$ cat config.mk
export PLATFORM = sky130hd
export DESIGN_NAME = tape_code_to_utf8_converter_unit
export DESIGN_NICKNAME = d
export VERILOG_FILES = /design/src/design/tc2u8_pkg.sv /design/src/design/tape_code_to_utf8_converter_unit.sv /design/src/design/tc2u8_mode.sv /design/src/design/tc2u8_rom.sv /design/src/design/tc2u8_ser.sv
export VERILOG_INCLUDE_DIRS = /design/src /design/src/design
export SDC_FILE = /design/constraint.sdc
export NUM_CORES = 1
export LEC_CHECK = 0
export BUFFER_PORTS_ARGS = -buffer_cell sky130_fd_sc_hd__buf_2
export CAP_MARGIN = 20
export CORE_MARGIN = 2
export CORE_UTILIZATION = 40
export DETAILED_ROUTE_END_ITERATION = 8
export PLACE_DENSITY = 0.64
export REMOVE_ABC_BUFFERS = 1
export SLEW_MARGIN = 20
export SYNTH_ARGS = -nofsm -noshare
export SYNTH_HDL_FRONTEND = slang
export SYNTH_SLANG_ARGS = --single-unit
$ cat constraint.sdc
create_clock -name i_clk -period 8.65 [get_ports i_clk]
set_clock_uncertainty 0.2 [all_clocks]
set_input_delay 1.73 -clock i_clk [delete_from_list [all_inputs] [get_ports i_clk]]
set_output_delay 1.73 -clock i_clk [all_outputs]
set_load 0.05 [all_outputs]
$ cat src/design/assert_macros.svh
// Assertion helpers included by the top-level design file of this block.
`ifndef ASSERT_MACROS_SVH
`define ASSERT_MACROS_SVH

// Checked on every rising clock edge outside of reset.
`define TC2U8_ASSERT(lbl, prop, msg) \
    lbl: assert property (@(posedge i_clk) disable iff (!i_rst_n) prop) else $error(msg);

// Checked on every rising clock edge, reset cycles included.
`define TC2U8_ASSERT_ALWAYS(lbl, prop, msg) \
    lbl: assert property (@(posedge i_clk) prop) else $error(msg);

`endif

$ cat src/design/tc2u8_pkg.sv
`timescale 1ns / 1ps

package tc2u8_pkg;

    // Control codes of the tape.
    localparam logic [7:0] CODE_LOWER = 8'o072;
    localparam logic [7:0] CODE_UPPER = 8'o074;
    localparam logic [7:0] CODE_RIB_A = 8'o034;
    localparam logic [7:0] CODE_RIB_B = 8'o035;
    localparam logic [6:0] CODE_DOT   = 7'o040;

    // Flag positions inside the mode register.
    localparam int FLAG_UPPER = 0;
    localparam int FLAG_DOT   = 1;

    localparam int MAX_BYTES = 5;

    // One translation table entry: byte count and bytes, first byte lowest.
    typedef struct packed {
        logic [2:0]              len;
        logic [MAX_BYTES*8-1:0]  bytes;
    } t_rom_entry;

    // Table read request from the mode logic.
    typedef struct packed {
        logic       vld;
        logic [7:0] addr;
    } t_rd_req;

    // Registered table read data with its valid bit.
    typedef struct packed {
        logic       vld;
        t_rom_entry entry;
    } t_rd_rsp;

    function automatic t_rom_entry mk(input logic [2:0] n, input logic [39:0] v);
        t_rom_entry e;
        e.len   = n;
        e.bytes = v;
        return e;
    endfunction

    function automatic t_rom_entry mk1(input logic [7:0] b);
        return mk(3'd1, {32'h0, b});
    endfunction

    // Lower case half of the table.
    function automatic t_rom_entry lower_entry(input logic [5:0] c);
        t_rom_entry e;
        logic [7:0] cx;
        cx = {2'b00, c};
        e  = '0;
        case (c)
            6'o00: e = mk1(8'h20);
            6'o20: e = mk1(8'h30);
            6'o21: e = mk1(8'h2F);
            6'o33: e = mk1(8'h2C);
            6'o36: e = mk1(8'h09);
            6'o40: e = mk(3'd2, 40'hB7C2);
            6'o54: e = mk1(8'h2D);
            6'o55: e = mk1(8'h29);
            6'o56: e = mk(3'd3, 40'h9480E2);
            6'o57: e = mk1(8'h28);
            6'o73: e = mk1(8'h2E);
            6'o75: e = mk1(8'h08);
            6'o77: e = mk1(8'h0A);
            default: begin
                // Digits and letters run in contiguous groups.
                if (c >= 6'o01 && c <= 6'o11) begin
                    e = mk1(cx + 8'h30);
                end else if (c >= 6'o22 && c <= 6'o31) begin
                    e = mk1(cx + 8'h61);
                end else if (c >= 6'o41 && c <= 6'o51) begin
                    e = mk1(cx + 8'h49);
                end else if (c >= 6'o61 && c <= 6'o71) begin
                    e = mk1(cx + 8'h30);
                end else begin
                    e = '0;
                end
            end
        endcase
        return e;
    endfunction

    // Upper case half of the table.
    function automatic t_rom_entry upper_entry(input logic [5:0] c);
        t_rom_entry e;
        logic [7:0] cx;
        cx = {2'b00, c};
        e  = '0;
        case (c)
            6'o00: e = mk1(8'h20);
            6'o01: e = mk1(8'h22);
            6'o02: e = mk1(8'h27);
            6'o03: e = mk1(8'h7E);
            6'o04: e = mk(3'd3, 40'h838AE2);
            6'o05: e = mk(3'd3, 40'hA888E2);
            6'o06: e = mk(3'd3, 40'hA788E2);
            6'o07: e = mk1(8'h3C);
            6'o10: e = mk1(8'h3E);
            6'o11: e = mk(3'd3, 40'h9186E2);
            6'o20: e = mk(3'd3, 40'h9286E2);
            6'o21: e = mk1(8'h3F);
            6'o33: e = mk1(8'h3D);
            6'o36: e = mk1(8'h09);
            6'o40: e = mk1(8'h5F);
            6'o54: e = mk1(8'h2B);
            6'o55: e = mk1(8'h5D);
            6'o56: e = mk1(8'h7C);
            6'o57: e = mk1(8'h5B);
            6'o73: e = mk(3'd2, 40'h97C3);
            6'o75: e = mk1(8'h08);
            6'o77: e = mk1(8'h0A);
            default: begin
                // Capital letters run in contiguous groups.
                if (c >= 6'o22 && c <= 6'o31) begin
                    e = mk1(cx + 8'h41);
                end else if (c >= 6'o41 && c <= 6'o51) begin
                    e = mk1(cx + 8'h29);
                end else if (c >= 6'o61 && c <= 6'o71) begin
                    e = mk1(cx + 8'h10);
                end else begin
                    e = '0;
                end
            end
        endcase
        return e;
    endfunction

    // Full 256-entry table; the dotted halves differ from the plain ones
    // only in a few places.
    function automatic t_rom_entry rom_entry(input logic [7:0] idx);
        t_rom_entry base;
        t_rom_entry e;
        base = idx[6] ? upper_entry(idx[5:0]) : lower_entry(idx[5:0]);
        e    = base;
        if (idx[7]) begin
            case (idx[6:0])
                7'o000: e = mk(3'd2, 40'hB7C2);
                7'o021: e = mk(3'd4, 40'hB7CCB7C2);
                7'o033: e = mk1(8'h3B);
                7'o036: e = mk(3'd3, 40'h09B7C2);
                7'o043: e = mk(3'd2, 40'h80C5);
                7'o073: e = mk1(8'h3A);
                7'o077: e = mk(3'd3, 40'h0AB7C2);
                7'o100: e = mk(3'd2, 40'hB7C2);
                7'o136: e = mk(3'd3, 40'h09B7C2);
                7'o140: e = mk(3'd4, 40'hB2CCB7C2);
                7'o143: e = mk(3'd2, 40'hBFC4);
                7'o156: e = mk(3'd5, 40'h9283E2B7C2);
                7'o177: e = mk(3'd3, 40'h0AB7C2);
                default: e = base;
            endcase
        end
        return e;
    endfunction

endpackage

$ cat src/design/tape_code_to_utf8_converter_unit.sv
`timescale 1ns / 1ps

`include "assert_macros.svh"

// Converts six-bit tape codes to UTF-8 text. One tape code item is taken per
// cycle while o_s_tready is high; shift, ribbon and center-dot codes produce no
// output, while a character produces the zero to five UTF-8 bytes of its table
// entry, one byte per cycle while the receiver is ready, with tlast on the final
// byte. While the serializer is busy, the next character waits in the
// registered translation table read, and input stalls once that is full. The
// first byte passes through the table read register and then the output
// serializer register. No clearing pass is needed.
module tape_code_to_utf8_converter_unit (
    input  logic       i_clk,
    input  logic       i_rst_n,
    input  logic       i_s_tvalid,
    output logic       o_s_tready,
    input  logic [7:0] i_s_tdata,   // [7:0] tape_code
    output logic       o_m_tvalid,
    input  logic       i_m_tready,
    output logic [7:0] o_m_tdata,   // [7:0] utf8_byte
    output logic       o_m_tlast    // last_byte
);

    tc2u8_pkg::t_rd_req rd_req;
    tc2u8_pkg::t_rd_rsp rd_rsp;
    logic               ser_free;
    logic               accept;
    logic               consume;

    // A new item may enter whenever the table read register can advance.
    assign o_s_tready = !rd_rsp.vld || ser_free;
    assign accept     = i_s_tvalid & o_s_tready;
    assign consume    = rd_rsp.vld & ser_free;

    tc2u8_mode u_mode (
        .i_clk    (i_clk),
        .i_rst_n  (i_rst_n),
        .i_accept (accept),
        .i_code   (i_s_tdata),
        .o_rd_req (rd_req)
    );

    tc2u8_rom u_rom (
        .i_clk     (i_clk),
        .i_rst_n   (i_rst_n),
        .i_rd_req  (rd_req),
        .i_consume (consume),
        .o_rd_rsp  (rd_rsp)
    );

    tc2u8_ser u_ser (
        .i_clk      (i_clk),
        .i_rst_n    (i_rst_n),
        .i_rd_rsp   (rd_rsp),
        .i_m_tready (i_m_tready),
        .o_free     (ser_free),
        .o_m_tvalid (o_m_tvalid),
        .o_m_tdata  (o_m_tdata),
        .o_m_tlast  (o_m_tlast)
    );

    // Checks on the internal handoff between the stages.
    `TC2U8_ASSERT_ALWAYS(a_rst_idle, !i_rst_n |=> !o_m_tvalid, "output valid after reset")
    `TC2U8_ASSERT(a_rd_latency, rd_req.vld |=> rd_rsp.vld, "table read data not valid")
    `TC2U8_ASSERT(a_rd_hold, rd_rsp.vld && !ser_free |=> rd_rsp.vld && $stable(rd_rsp.entry), "table data lost while stalled")
    `TC2U8_ASSERT(a_ser_load, consume && rd_rsp.entry.len != 3'd0 |=> o_m_tvalid, "string not loaded")

endmodule

$ cat src/design/tc2u8_mode.sv
`timescale 1ns / 1ps

module tc2u8_mode (
    input  logic                i_clk,
    input  logic                i_rst_n,
    input  logic                i_accept,
    input  logic [7:0]          i_code,
    output tc2u8_pkg::t_rd_req  o_rd_req
);

    logic [1:0] r_flags;
    logic [1:0] n_flags;
    logic [7:0] idx;
    logic       emit;

    // Decode the item against the shift and dot flags.
    always_comb begin
        n_flags = r_flags;
        idx     = i_code | {r_flags, 6'b0};
        emit    = 1'b0;
        if (i_code == tc2u8_pkg::CODE_UPPER) begin
            n_flags[tc2u8_pkg::FLAG_UPPER] = 1'b1;
        end else if (i_code == tc2u8_pkg::CODE_LOWER) begin
            n_flags[tc2u8_pkg::FLAG_UPPER] = 1'b0;
        end else if (i_code == tc2u8_pkg::CODE_RIB_A || i_code == tc2u8_pkg::CODE_RIB_B) begin
            n_flags = r_flags;
        end else if (idx[6:0] == tc2u8_pkg::CODE_DOT) begin
            n_flags[tc2u8_pkg::FLAG_DOT] = 1'b1;
        end else begin
            // A character is looked up even when its string is empty.
            n_flags[tc2u8_pkg::FLAG_DOT] = 1'b0;
            emit = 1'b1;
        end
    end

    // Flags change only when an item is taken.
    always_ff @(posedge i_clk) begin
        if (!i_rst_n) begin
            r_flags <= 2'b00;
        end else if (i_accept) begin
            r_flags <= n_flags;
        end
    end

    assign o_rd_req.vld  = i_accept & emit;
    assign o_rd_req.addr = idx;

endmodule

$ cat src/design/tc2u8_rom.sv
`timescale 1ns / 1ps

module tc2u8_rom (
    input  logic                i_clk,
    input  logic                i_rst_n,
    input  tc2u8_pkg::t_rd_req  i_rd_req,
    input  logic                i_consume,
    output tc2u8_pkg::t_rd_rsp  o_rd_rsp
);

    logic                  r_vld;
    tc2u8_pkg::t_rom_entry r_q;

    // Synchronous table read; the data register holds until a new read.
    always_ff @(posedge i_clk) begin
        if (i_rd_req.vld) begin
            r_q <= tc2u8_pkg::rom_entry(i_rd_req.addr);
        end
    end

    // Read data stays valid until the serializer takes it.
    always_ff @(posedge i_clk) begin
        if (!i_rst_n) begin
            r_vld <= 1'b0;
        end else if (i_rd_req.vld) begin
            r_vld <= 1'b1;
        end else if (i_consume) begin
            r_vld <= 1'b0;
        end
    end

    assign o_rd_rsp.vld   = r_vld;
    assign o_rd_rsp.entry = r_q;

endmodule

$ cat src/design/tc2u8_ser.sv
`timescale 1ns / 1ps

module tc2u8_ser (
    input  logic                i_clk,
    input  logic                i_rst_n,
    input  tc2u8_pkg::t_rd_rsp  i_rd_rsp,
    input  logic                i_m_tready,
    output logic                o_free,
    output logic                o_m_tvalid,
    output logic [7:0]          o_m_tdata,
    output logic                o_m_tlast
);

    logic                             r_vld;
    logic [2:0]                       r_left;
    logic [tc2u8_pkg::MAX_BYTES*8-1:0] r_bytes;
    logic                             last;

    assign last   = (r_left == 3'd1);
    assign o_free = !r_vld || (i_m_tready && last);

    // Load a new string, or shift out one byte per taken item.
    always_ff @(posedge i_clk) begin
        if (!i_rst_n) begin
            r_vld  <= 1'b0;
            r_left <= 3'd0;
        end else if (i_rd_rsp.vld && o_free) begin
            r_vld  <= (i_rd_rsp.entry.len != 3'd0);
            r_left <= i_rd_rsp.entry.len;
        end else if (r_vld && i_m_tready) begin
            r_vld  <= !last;
            r_left <= r_left - 3'd1;
        end
    end

    always_ff @(posedge i_clk) begin
        if (i_rd_rsp.vld && o_free) begin
            r_bytes <= i_rd_rsp.entry.bytes;
        end else if (r_vld && i_m_tready) begin
            r_bytes <= {8'h00, r_bytes[tc2u8_pkg::MAX_BYTES*8-1:8]};
        end
    end

    assign o_m_tvalid = r_vld;
    assign o_m_tdata  = r_bytes[7:0];
    assign o_m_tlast  = last;

endmodule

==> results.cfg <==
[worst_setup_path]
crit_type = in -> reg
required_ps = 8510
worst_setup_path_end_kind = register
r2r_cells = 7
cp-start-kind = primary input
r2r_setup_slack_ps = 5540
r2r_start = u_mode.r_flags[0]
crit_path_max_fanout = 22
cp.arrival_ps = 4580
r2r-end = u_rom.o_rd_rsp[0]

[layout]
layout_commonest_cell = nand2_1
antenna_cells = 0
mostFrequentLayoutCells = nand2_1, edfxtp_1, nor2_1
drive_gt1_frac = 0.117
syn_to_final_growth_pct = 7.72
final_cell_area_mm2 = 0.00492
fin_util = 0.437
nNetsFinal = 541

[die]
die_area_mm2 = 0.0123
die_w_um = 111
pin_count = 23
core-area_mm2 = 0.0113
die_h_um = 111
num_rows = 39
start_util = 0.405

[yosys]
syn-cell-area_mm2 = 0.00457
synthFlopType = edfxtp_1
ys_ff_latch = 65
yosysTopAreaCell = edfxtp_1
ys_seq_area_frac = 0.412
synth.distinct_cells = 70
yosys_warnings = 0
synth_edf_count = 58
synth.area.top_cells = edfxtp_1, nand2_1, ha_1
syn_avg_cell_area_um2 = 8.65
yosysTopAreaCellShare = 0.381
synthCells = 528
synthArstFlopShare = 0

[global_routing]
grt_overflow = 0
grt_use_total = 0.207
grt_max_degree = 45
antenna_found_initial = 0
first_global_vias = 3903
grt_pass1_wl_um = 20600

[pwr]
power.internal_uw = 671
cellPowerDensity_mw_per_mm2 = 188
ir_drop_uv = 110
p_leak_nw = 1.98
p_clk_frac = 0.383
combPwrFrac = 0.197
seqPwrFrac = 0.419
p_sw_frac = 0.276
p_sw_uw = 256
total_power_uw = 927

[cts]
root_buffer = clkbuf_16
hold_buffers = 0
cts_setup_buffers = 0
numCtsBuffers = 9
clock_sinks = 65
path_clk_slew_ps = 50
cts_buffer_depth = 2
cts_tree = yes
worstSkewPairLatency_ps = 320
cts_resized = 0
h-tree-depth = 3

[worst_hold_path]
hp-class = reg -> reg
hold_path_startpoint = u_ser.r_left[2]
hold_end = u_ser.r_left[2]
hold_depth = 2

[timing]
fmax_mhz = 212
fin_tns_setup_ps = 0
finalCritPeriodShare = 0.545
setup_viol_count_final = 0
worstMarginPinSlew_ps = 915
hold_viol = 0
finalMaxSlewViolations = 0
period_needed_ps = 4720
rsz0062_at_grt = no
maxSlewHeadroom = 0.387

[routing]
wl_per_cell_um = 19.0
drt_first_pass_iters = 5
drc = 0
drtIter0Drc = 490
num_vias = 4071
drt.antenna.violating_nets = 0
via_per_inst = 6.13
routed_wl_um = 12600

[outcome]
status = finished, final reports clean

[placement]
place_area_mm2 = 0.00462
hpwl_um = 9020
portBuffers = 22
place.gp.congestion = 1.01

[job]
cap_viol_max_count = 0
cell usage after synthesis, drive strengths merged (4+ instances only):
library cell / number
o21a: 4
edfxtp: 58
o21ai: 30
a21o: 8
nor2b: 5
o41ai: 4
nand3: 20
and3: 11
nand4: 8
dfxtp: 7
nor2: 34
buf: 25
a32oi: 4
or3: 4
a21oi: 30
nand2b: 5
nor4: 5
o31ai: 5
and2: 4
clkbuf: 22
nor3: 11
mux2i: 6
or2: 5
a31oi: 11
nand2: 115
a211oi: 7
ha: 13
inv: 19
through the flow:
step                hold WS, ps  instances  setup slack [ps]
floorplan                   243        481              4090
global placement            259        648              3670
detailed placement          269        648              3650
CTS                         277        664              3990
global route                301        664              3680
finish                      275        664              3930
kinds of logic (layout without fill, tap and decap cells):
family | after synthesis | in the layout | share of synthesized area
mux | 8 | 8 | 0.0181
fa+ha+maj | 13 | 13 | 0.0356
compound gates | 137 | 137 | 0.210
buf+inv | 66 | 59 | 0.0706
simple gates | 239 | 239 | 0.254
flops | 65 | 65 | 0.412
per-layer routing:
| layer | share of wire | vias up | GRT usage |
|---|---|---|---|
| met5 | 0 | - | 0 |
| met1 | 0.42 | 1915 | 0.281 |
| met4 | 0.030 | 0 | 0.0833 |
| met2 | 0.48 | 214 | 0.331 |
| met3 | 0.074 | 38 | 0.0339 |
| li1 | - | 1904 | - |
area by class of cell:
class	count	area [um2]
multi-input combinational	397	2360
tap	143	179
fill	1098	6350
timing repair buffer	24	125
sequential	65	1880
inverter	19	71.3
clock buffer	13	260
clock inverter	3	40.0
how the worst max path moves through the flow:
| stage | cells past startpoint | startpoint | endpoint | slack, ps |
|---|---|---|---|---|
| floorplan | 9 | i_s_tdata[0] | u_rom.o_rd_rsp[0] | 4090 |
| global placement | 11 | i_s_tdata[0] | u_rom.o_rd_rsp[40] | 3670 |
| CTS | 11 | i_s_tdata[0] | u_rom.o_rd_rsp[40] | 3990 |
| detailed placement | 11 | i_s_tdata[0] | u_rom.o_rd_rsp[40] | 3650 |
| global route | 9 | i_s_tdata[5] | u_rom.o_rd_rsp[0] | 3680 |
| finish | 11 | i_s_tdata[0] | u_rom.o_rd_rsp[40] | 3930 |
sequential cells by signal (all words and copies together), names as in the netlist:
register and flops:
u_mode.r_flags 2, u_rom.r_vld 1, u_ser.o_m_tvalid 1, u_ser.r_bytes 30, u_ser.r_left 3, u_rom.o_rd_rsp 28
power groups by stage:
stage | sequential (mW) | clock, mW | combinational, mW
2_1_floorplan | 0.406 | 0 | 0.111
3_3_place_gp | 0.395 | 0 | 0.179
3_5_place_dp | 0.395 | 0 | 0.179
4_1_cts | 0.389 | 0.363 | 0.180
5_1_grt | 0.391 | 0.376 | 0.200
6_report | 0.389 | 0.355 | 0.183
critical path: stages:
cell	delay, ps
buf_2	130
inv_1	110
ha_1	770
or3b_1	420
a21oi_1	160
a211oi_1	70
buf_4	240
or4_1	490
mux2i_1	150
a21oi_1	100
o32a_1	200
Note: power is estimated with default switching activity, not from simulation.
